===== src/hw/rtl/bbc_ram.sv =====
// ----------------------------------------------------------------------------
// bbc_ram
// Generic single write port RAM with one registered read port.
// ----------------------------------------------------------------------------
module bbc_ram #(
  parameter int WIDTH = 8,
  parameter int DEPTH = 64
) (
  input  logic                     clk,
  input  logic                     we,
  input  logic [$clog2(DEPTH)-1:0] waddr,
  input  logic [WIDTH-1:0]         wdata,
  input  logic [$clog2(DEPTH)-1:0] raddr,
  output logic [WIDTH-1:0]         rdata
);
  logic [WIDTH-1:0] mem [DEPTH];

  always_ff @(posedge clk) begin
    if (we) begin
      mem[waddr] <= wdata;
    end
    rdata <= mem[raddr];
  end
endmodule


===== config.mk =====
export PLATFORM = sky130hd
export DESIGN_NAME = bbc_ram
export DESIGN_NICKNAME = d
export VERILOG_FILES = /design/src/hw/rtl/bbc_ram.sv
export SDC_FILE = /design/constraint.sdc
export NUM_CORES = 1
export LEC_CHECK = 0
export BUFFER_PORTS_ARGS = -buffer_cell sky130_fd_sc_hd__buf_2
export CORE_MARGIN = 2
export CORE_UTILIZATION = 38
export DETAILED_ROUTE_END_ITERATION = 8
export PLACE_DENSITY = 0.65
export SETUP_SLACK_MARGIN = 0.5
export SYNTH_ARGS = -nofsm -noshare
export SYNTH_HDL_FRONTEND = slang
export SYNTH_SLANG_ARGS = --single-unit
export TNS_END_PERCENT = 5

===== constraint.sdc =====
create_clock -name clk -period 2 [get_ports clk]
set_input_delay 0.4 -clock clk [delete_from_list [all_inputs] [get_ports clk]]
set_output_delay 0.4 -clock clk [all_outputs]
set_load 0.01 [all_outputs]

==> metrics.md <==
| Metric | Value |
|---|---|
| Ranking of synthesized cells by area | edfxtp_1 76%, mux4_2 14%, nor2_1 1.5%, mux2i_1 1.1%, dfxtp_1 0.79% |
| Count of input and output buffers | 29 |
| Fraction of registers with async set or reset after synthesis | 0% |
| Arrival time of data at the critical path endpoint | 2330 ps |
| Number of buffers inserted during clock tree synthesis | 52 |
| Family with the most delay on the worst path | multiplexers |
| Residual DRC count | 0 |
| Delay of the slowest cell on the worst path | between 500 and 600 ps |
| Final Total Pwr | approximately 22 mW |
| Share of the cycle needed by the critical path after routing | 92.9% |
| Buffers plus inverters on the worst setup path | 3 |
| Proportion of synthesized chip area in sequential cells | 77.0% |
| Share of final-layout standard cells stronger than drive strength 1 | 34.8% |
| Worst Setup End Kind | flip-flop |
| Full die area | approximately 55000 sq um |
| Static leakage | roughly 7.7 nW |
| Synthesized instance count | 940 |
| Post-Syn Area | 20200 sq um |
| Required time of the critical path | 2470 ps |
| Final slew viol count | 0 |
| Final Hold Fails | 0 |
| Unique cell type count in the Yosys netlist | 40 |
| Critical-path top delay cell | mux4_2 |
| Max_cap viols | 0 |
| Largest buffer count on any clock path | 3 |
| Start-to-end type of the worst setup path | in -> reg |
| Pin count of the biggest net entering global routing | 65 |
| Number of global-route vias before repair | between 10k and 15k |
| Number of routed nets with antenna violations | 0 |
| Count of pins on the block boundary | 30 |
| Smallest hold slack | 318 ps |
| Relative slew slack | 19.2% |
| Residual overflow from global routing | 0 |
| Setup skew after layout | 20.8 ps |
| Peak ir drop on the vdd network | 0.650 mV |
| Buffer type at the clock tree root | clkbuf_16 |
| FF+latch count, synth | 520 |
| Post-detailed-placement half-perimeter wirelength | 29500 um |
| Setup repair after global routing missed its margin | true |
| Cell count after placement | 1768 |
| Width of the die | 234 um |
| Setup violation total in the final timing report | 0 |
| Prevailing post-synth register cell | edfxtp_1 |
| Vias after detailed routing | around 10k |
| Crit-path max FO | 10 |
| Number of H-tree levels | 2 |
| Die Y-Extent | 234 um |
| Min Tclk post-route | 1860 ps |
| Ordered list of cells on the worst path | clkbuf_8, buf_4, buf_12, mux4_2, mux2i_1, o2111ai_2, nand2_1, o2bb2ai_1 |
| Final net count | 1156 |
| Filler Cells Inserted | 4399 |
| Top-area cell type share of the netlist area | 76.2% |
| CTS tree | done |
| GRT Overall Usage | 17.5% |
| Number of antenna violations at the first check in global routing | 2 |
| Sort of element at the start of the critical path | input pin |
| Routed length per instance | 25.0 um |
| Count of non-filler cells in the finished layout | 1863 |
| Max Clock Freq | 538 MHz |
| Final weighted congestion in routability-driven placement | between 0.8 and 0.9 |
| Cell type with the largest total area after synthesis | edfxtp_1 |
| Drt total wl | 46500 um |
| Hold bufs inserted after CTS | 0 |
| Class of the worst hold path | in -> reg |
| Ratio of total power to cell area | 937 nW/um^2 |
| Area inside the core boundary | 52600 sq um |
| Initial Utilization | 38.4% |
| Placement Setup Slack | -539 ps |
| Least-Margin Pin Slew | approximately 1200 ps |
| Area growth syn-to-layout | 18.5% |
| Floorplan row count | 84 |
| Via count normalized by instance count | 5.42 |
| Number of enable flip-flop cells after synthesis | between 500 and 600 |
| Synth Net Count | 962 |
| DRC marker count from the first detailed-route iteration | 1026 |
| Clock insertion delay at the later pin of the skew report | 600 ps |
| Result of the run | finished clean |
| Num Clock Sinks | 520 |
| Worst setup margin | approximately 140 ps |
| Post-CTS clock slew at the launch and capture registers of the worst setup and hold paths | 60 ps |
| Number of detailed-route iterations in the first pass | 5 |
| Post-synthesis area per instance | 21.5 sq um |
| First-pass GRT wire length | 69100 um |
| Synth warn | 0 |
[sequential cells by signal (all words and copies together), names as in the netlist]
signal	count
rdata	8
mem	512
[worst paths after layout]
kind / endpoint / depth (start not counted) / start / slack (ps)
worst max-delay path: rdata[0]$_DFF_P_ / 8 / raddr[0] / 140
worst min-delay path: mem[32][4]$_DFFE_PP_ / 1 / wdata[4] / 320
worst max register to register: rdata[0]$_DFF_P_ / 5 / mem[12][0]$_DFFE_PP_ / 150
worst min register to register: rdata[4]$_DFF_P_ / 3 / mem[30][4]$_DFFE_PP_ / 830
[through the flow]
step / util, % / TNS [ps] / instance area, sq um
global placement: 42.4 / -3280 / 22300
detailed placement: 42.4 / -3510 / 22300
CTS: 45.5 / 0 / 23900
finish: 45.5 / 0 / 23900
floorplan: - / 0 / 20300
global route: 45.5 / 0 / 23900
[cells in the final DEF (no fill, tap or decap), types with 3 or more instances in the layout]
cell         n
nor2b_1     13
nand2_1     19
nor2_4       3
mux2_2      13
a221oi_2     3
buf_4      152
buf_2       26
clkinv_2     3
a221oi_1     3
nor3_1       3
nor2_1      79
nand3_1     13
mux4_2     126
clkbuf_1    12
nand3b_1     3
nand2b_1     7
mux2i_1     23
clkinv_1    20
a22oi_1      3
a211oi_1     4
nor3_4       3
o22ai_1      8
o221ai_1     8
edfxtp_1   512
o2bb2ai_1    3
a21oi_1      3
dfxtp_1      8
clkbuf_16   53
buf_12      12
[logic make-up (layout without fill, tap and decap cells)]
family / after synthesis / in the layout / synth area share, %
AO/OA/AOI/OAI: 54 / 54 / 2.07
buffers and inverters: 51 / 285 / 1.57
AND/OR/NAND/NOR: 153 / 153 / 3.39
other: 0 / 1 / 0
flip-flops: 520 / 520 / 77.0
multiplexers: 162 / 162 / 15.9
[worst register-to-register path, delay by kind of cell (launching register included)]
kind             cells  cell delay (ps)
AO/OA/AOI/OAI        1              140
flip-flops           1              380
AND/OR/NAND/NOR      2              210
multiplexers         2             1000
[metal layers]
| metal | global-route usage, % | share of wire [%] | vias to the layer above |
|---|---|---|---|
| li1 | - | - | 4312 |
| met1 | 24.7 | 42 | 5328 |
| met2 | 27.4 | 47 | 369 |
| met3 | 3.08 | 7.2 | 91 |
| met4 | 6.70 | 3.4 | 2 |
| met5 | 0 | 0.028 | - |
[cells in the mapped netlist, types with 11 or more instances]
cell type	count
nor2b_1	14
clkbuf_1	17
nand3_1	13
mux4_2	126
nand2_1	19
nor2_1	83
mux2i_1	23
buf_4	13
mux2_2	13
edfxtp_1	512
buf_2	11
[power by group]
group / leakage (nW) / internal, mW / switching [mW]
sequential: 4.67 / 12.1 / 0.0376
combinational: 2.30 / 0.540 / 0.739
clock: 0.748 / 5.08 / 3.94
[layout make-up]
cell class,instances,area [sq um],share of cell area (%)
Antenna cell,1,2.50,0.0105
Clock buffer,65,1370,5.74
Clock inverter,29,183,0.764
Timing Repair Buffer,191,1530,6.38
Multi-Input combinational cell,369,4420,18.5
Sequential cell,520,15500,65.0
Tap cell,688,861,3.60
[what timing repair did]
| action | 4_1_cts | 5_1_grt |
|---|---|---|
| resized for setup | 10 | 1 |
| setup endpoints to repair | 14 | 14 |
| hold endpoints to repair | 0 | 0 |
| pin swaps | 1 | 1 |
| buffers inserted | 0 | 0 |
Note: power is estimated with default switching activity, not from simulation.
