===== config.mk =====
export PLATFORM = sky130hd
export DESIGN_NAME = bbc_tag_cmp
export DESIGN_NICKNAME = d
export VERILOG_FILES = /design/src/hw/rtl/bbc_pkg.sv /design/src/hw/rtl/bbc_tag_cmp.sv
export SDC_FILE = /design/constraint.sdc
export NUM_CORES = 1
export LEC_CHECK = 0
export BUFFER_PORTS_ARGS = -buffer_cell sky130_fd_sc_hd__buf_2
export CAP_MARGIN = 20
export CORE_MARGIN = 8
export CORE_UTILIZATION = 29
export DETAILED_ROUTE_END_ITERATION = 8
export PLACE_DENSITY = 0.88
export SYNTH_ARGS = -nofsm -noshare
export SYNTH_HDL_FRONTEND = slang
export SYNTH_SLANG_ARGS = --single-unit

===== constraint.sdc =====
create_clock -name vclk -period 3.4
set_input_delay 0.85 -clock vclk [all_inputs]
set_output_delay 0.85 -clock vclk [all_outputs]
set_load 0.02 [all_outputs]

===== src/hw/rtl/bbc_pkg.sv =====
// ----------------------------------------------------------------------------
// bbc_pkg
// Shared types and codes of the block buffer cache tag and replacement engine.
// ----------------------------------------------------------------------------
package bbc_pkg;

  typedef enum logic [2:0] {
    OP_GET         = 3'd0,
    OP_PUT         = 3'd1,
    OP_MARK_DIRTY  = 3'd2,
    OP_MARK_CLEAN  = 3'd3,
    OP_INVALIDATE  = 3'd4
  } op_e;

  typedef enum logic [1:0] {
    ST_OK       = 2'd0,
    ST_ALL_HELD = 2'd1,
    ST_UNHELD   = 2'd2,
    ST_OVERFLOW = 2'd3
  } status_e;

  localparam logic [1:0] FETCH_NORMAL   = 2'd0;
  localparam logic [1:0] FETCH_PREFETCH = 2'd2;

  typedef enum logic [3:0] {
    S_IDLE,
    S_SCAN,
    S_SCMP,
    S_HIT_CHK,
    S_UNLINK,
    S_MISS_RD,
    S_MISS_CHK,
    S_MISS_FIN,
    S_PUT_CHK,
    S_LINK1,
    S_LINK2,
    S_DONE
  } state_e;

  typedef enum logic [1:0] {
    SK_GET,
    SK_FLUSH,
    SK_INVAL
  } scan_kind_e;

  typedef struct packed {
    logic [2:0]  op;
    logic [15:0] dev;
    logic [31:0] block_num;
    logic [1:0]  fetch_mode;
    logic        no_reuse;
    logic [5:0]  slot_in;
  } req_t;

  typedef struct packed {
    logic [5:0]  slot;
    logic        hit;
    logic        read_request;
    logic        flush_request;
    logic [15:0] flush_dev;
    logic [1:0]  status;
    logic [6:0]  held_entries;
  } rsp_t;

  // Search key for the shared tag comparator
  typedef struct packed {
    logic [15:0] dev;
    logic [31:0] blk;
    logic        use_blk;
  } cmp_key_t;

endpackage


===== src/hw/rtl/bbc_tag_cmp.sv =====
// ----------------------------------------------------------------------------
// bbc_tag_cmp
// Shared tag comparator: device match, optionally with block match.
// ----------------------------------------------------------------------------
module bbc_tag_cmp
  import bbc_pkg::*;
(
  input  logic [15:0] tag_dev,
  input  logic [31:0] tag_blk,
  input  cmp_key_t    key,
  output logic        match
);
  always_comb begin
    match = (tag_dev == key.dev) && (!key.use_blk || (tag_blk == key.blk));
  end
endmodule


==> results of run 1 <==
cells in the mapped netlist:
cell type   n
a21oi_1     1
nand2_1     1
nand4_1     9
nor4_1      6
xnor2_1    32
xor2_1     16
power by group through the flow:
stage | Combinational [µW] | Clock [µW] | Sequential [µW]
global placement | 114 | 0 | 0
finish | 117 | 0 | 0
detailed placement | 119 | 0 | 0
floorplan | 49.4 | 0 | 0
CTS | 119 | 0 | 0
global route | 128 | 0 | 0
through the flow:
step                utilization  total power, µW  cells
finish                    0.612              117    188
global route              0.612              128    188
CTS                       0.612              119    188
detailed placement        0.612              119    188
global placement          0.612              114    188
floorplan                     -             49.4     65
how the worst max path moves through the flow:
stage / startpoint / end / slack, ps / cells past startpoint
6_report: key[17] / match / 610 / 7
5_1_grt: key[3] / match / 450 / 7
4_1_cts: key[3] / match / 570 / 7
3_5_place_dp: key[3] / match / 580 / 7
3_3_place_gp: key[3] / match / 520 / 7
2_1_floorplan: key[3] / match / 770 / 5
critical path: stages:
cell and delay (ps):
buf_2 100, xnor2_1 180, nand4_1 110, nor4_1 280
nand2_1 90, a21oi_1 140, buf_2 180
kinds of logic after synthesis:
group	Yosys count
XOR/XNOR	48
AND/OR/NAND/NOR	16
AO/OA/AOI/OAI	1
cell type report:
| cell class | instances | area [µm²] | share of cell area |
|---|---|---|---|
| multi-input cells | 65 | 523 | 0.501 |
| well taps | 25 | 31.3 | 0.0299 |
| repair buffers | 98 | 490 | 0.469 |
metal layers:
metal,global-route usage,vias up
met4,0.00699,0
met1,0.0983,356
met5,0,-
met2,0.283,51
met3,0.0761,0
li1,-,422
==> metrics.yaml, run 1 <==
run_status:
  status: "completed"
logic_synthesis:
  yosysWarnings: 0
  synth_top_area_share: 0.536
  synth_xor_area_frac: 0.804
  yosysTopAreaCell: "xnor2_1"
  synth.distinct_cells: 6
  yosys-top-cells-area: "xnor2_1 (54%), xor2_1 (27%), nand4_1 (11%), nor4_1 (7.2%), a21oi_1 (0.96%)"
  avgSynthCellArea_um2: 8.05
  netlist_instances: 65
  ys_seq_area_frac: 0
  synthSimpleGateAreaFrac: 0.187
  netlist_area_um2: 523
  synth_compound_area_frac: 0.00957
  synth-adder-area-share: 0
  synth_mux_area_frac: 0
  synth_top_family_by_area: "XOR/XNOR gates"
  syn_nets: 162
drt:
  highest_layer: "met3"
  drt_iter0_drc: 2
  antenna_left: 0
  wl_met2_um: 1410
  drc: 0
  dr.pass1.iters: 2
  via_per_inst: 4.41
  num_vias: 829
  routed_wl_um: 2510
  wl_met3_um: 354
  m1WireLength_um: 744
  wl_per_cell_um: 13.3
cells_and_area:
  num-clock-buffers: 0
  area_growth_pct: 99.8
  nets: 262
  regArea_um2: 0
  diodes: 0
  seq_cells: 0
  drive_gt1_frac: 0.601
  fin_area_um2: 1040
  num-fill-cells: 163
  layout_common_cells: "buf_2 (98), xnor2_1 (32), xor2_1 (16), nand4_1 (9), nor4_1 (6)"
  final_common_cell: "buf_2"
sta:
  holdWs_ps: 1970
  fin_crit_sh: 0.819
  slew_viol_final: 0
  finalHoldViolCount: 0
  worst_slack_ps: 614
  worst_pin_slew_ps: 259
  fmax_mhz: 359
  setup_violations: 0
  rsz0062_at_grt: "no"
  relSlewSlack: 0.826
  setup_tns_ps: 0
  period_needed_ps: 2790
setup_path:
  critical_path_class: "primary input to primary output"
  start_kind: "primary input"
  crit_path_max_fanout: 1
  required_ps: 2550
  crit_path_end_kind: "primary output"
  cp_data_arrival_time_ps: 1940
global_route:
  grt_pass1_wl_um: 3750
  grt_pass1_vias: 965
  overflow: 0
  antenna_found_initial: 0
  grt_max_degree: 2
  grt_util_all_layers: 0.132
floorplan:
  rows: 15
  pin_count: 98
  die-area_um2: 3420
  die_h_um: 58.5
  dieWidth_um: 58.5
  initial_core_util: 0.306
  core-area_um2: 1710
hold_path:
  min_path_cells: 3
  min_from: "key[0]"
  hold_class: "primary input to primary output"
  holdPathEnd: "match"
power_and_ir_drop:
  pwr-share-seq: 0
  power_per_cell_area_nw_per_um2: 112
  internal_power_uw: 74.3
  p_leak_uw: 0.000530
  ir_drop_mv: 0.0646
  combinationalPowerShare: 1.000
  power.share.clock: 0
  p_switching_uw: 43.1
  sw_frac_of_total: 0.367
placement:
  port_buffers: 98
  pre_cts_ws_ps: 579
  post-dp-hpwl_um: 2510
  place_area_um2: 1040
  place.gp.congestion: 0.755
clocking:
  cts_resized: 0
  cts_setup_buffers: 0
  cts_hold_buf: 0
job:
  max-cap-violations: 0
Power figures use the tool's default switching activity.
==> run 2: changes to the inputs <==
ABC_AREA = 1   (was default)
PLACE_DENSITY = 0.8   (was 0.88)
clock period = 2.5 ns   (was 3.4 ns; I/O delays follow)
==> run 2 against run 1 <==
  * Critical path type unchanged
  * Wire length up 2.4%
  * Utilization down 6.7 points
  * Critical path depth up 2
  * Area after synthesis up 32%
  * Largest power group unchanged
  * Worst setup slack worse by 310 ps
==> metrics.yaml, run 2 <==
drt:
  drt_iter0_drc: 27
  dr.pass1.iters: 4
  antenna_left: 0
  routed_wl_um: 2570
  wl_per_cell_um: 9.98
  num_vias: 1038
  drc: 0
  via_per_inst: 4.04
setup_path:
  crit_slowest_cell: "xnor2_1"
  cp_data_arrival_time_ps: 1570
  critical_path.startpoint: "key[13]"
  start_kind: "primary input"
  cp_top_family: "simple AND/OR/NAND/NOR gates"
  path_depth: 9
  crit_path_end_kind: "primary output"
  critPathCapture: "match"
  crit_path_max_fanout: 1
  critical_path_class: "primary input to primary output"
  crit_chain: "buf_2 -> xnor2_1 -> nand2_1 -> nor2_1 -> nand2_1 -> nor2_1 -> nand2_1 -> a21oi_2 -> buf_2"
  slowest_delay_ps: 170
  required_ps: 1880
  critPathBufInv: 2
  cp_common_cell: "nand2_1"
placement:
  port_buffers: 98
  post-dp-hpwl_um: 2500
  dpl.cell_count: 257
  place_area_um2: 1220
  place.gp.congestion: 0.745
power_and_ir_drop:
  p_leak_uw: 0.000718
  power_per_cell_area_nw_per_um2: 144
  ir_drop_mv: 0.0778
sta:
  worst_pin_slew_ps: 157
  rsz0062_at_grt: "no"
  setup_tns_ps: 0
  period_needed_ps: 2190
  fmax_mhz: 456
  slew_viol_final: 0
  relSlewSlack: 0.895
  fin_crit_sh: 0.877
  finalHoldViolCount: 0
  setup_violations: 0
floorplan:
  initial_core_util: 0.310
  pin_count: 98
  core-area_um2: 2230
  die_h_um: 64.8
  dieWidth_um: 64.8
  rows: 17
  die-area_um2: 4200
cells_and_area:
  nets: 328
  diodes: 0
  drive_gt1_frac: 0.432
  fin_area_um2: 1220
  seq_cells: 0
  regArea_um2: 0
  stdcell_count: 257
  num-fill-cells: 248
  num-clock-buffers: 0
  final_common_cell: "buf_2"
  layout_common_cells: "buf_2 (98), nand2_1 (52), xnor2_1 (33), inv_1 (20), nor2_1 (14)"
  area_growth_pct: 75.9
  multi_input_area_um2: 617
global_route:
  grt_pass1_wl_um: 4060
  grt_pass1_vias: 1056
  overflow: 0
  grt_max_degree: 3
  antenna_found_initial: 0
  grt_util_all_layers: 0.112
logic_synthesis:
  yosys-top-cells-area: "xnor2_1 (42%), nand2_1 (28%), inv_1 (11%), nor2_1 (7.6%), xor2_1 (3.8%)"
  synth.distinct_cells: 11
  ys_seq_area_frac: 0
  synth_mux_area_frac: 0
  avgSynthCellArea_um2: 5.28
  synth_xor_area_frac: 0.456
  synth.most_common_cell: "nand2_1"
  synth_top_area_share: 0.418
  synthTopCellsByCount: "nand2_1 (52), xnor2_1 (33), inv_1 (20)"
  synth_top_family_by_area: "XOR/XNOR gates"
  netlist_area_um2: 692
  synthSimpleGateAreaFrac: 0.409
  yosysTopAreaCell: "xnor2_1"
  yosysWarnings: 0
  synth_compound_area_frac: 0.0271
  synth-adder-area-share: 0
  syn_nets: 228
  netlist_instances: 131
hold_path:
  min_from: "key[0]"
  hold_class: "primary input to primary output"
clocking:
  cts_setup_buffers: 0
  cts_hold_buf: 0
  cts_resized: 0
job:
  max-cap-violations: 0
run_status:
  status: "completed"
run 2: cell types whose count changed after synthesis, sizes merged:
cell,change
nor2,+14
nand2,+51
nor3,+1
nand4,-7
nor4,-6
nand3,+1
xor2,-13
inv,+20
a21oi,+2
or2,+2
xnor2,+1
run 2: power breakdown:
part / internal, µW / total (µW) / switching (µW)
clock: 0 / 0 / 0
combinational: 107 / 176 / 68.9
sequential: 0 / 0 / 0
run 2: cells by family after synthesis:
family | after synthesis
buf+inv | 20
compound gates | 3
simple gates | 72
xor+xnor | 36
run 2: final cells by class:
type               instances  share of cell area
repair buffers            98               0.403
multi-input cells        111               0.507
well taps                 28              0.0288
inverters                 20              0.0617
run 2: per-layer routing:
metal  track usage  up-vias  wire, µm
li1              -      579         -
met1        0.0958      406       850
met2         0.237       53      1360
met3        0.0533        0       350
met4             0        0         0
met5             0        -         0
run 2: through the flow:
stage	power (µW)	utilization	hold slack, ps	setup WS, ps
CTS	178	0.545	1530	264
global placement	174	0.545	1530	298
global route	199	0.545	1540	147
floorplan	83.5	-	1330	490
finish	176	0.545	1530	307
detailed placement	178	0.545	1530	264
run 2: worst min path at each step:
stage / endpoint / slack, ps / cells after the start
floorplan: match / 1330 / 1
global placement: match / 1530 / 3
detailed placement: match / 1530 / 3
CTS: match / 1530 / 3
global route: match / 1540 / 3
finish: match / 1530 / 3
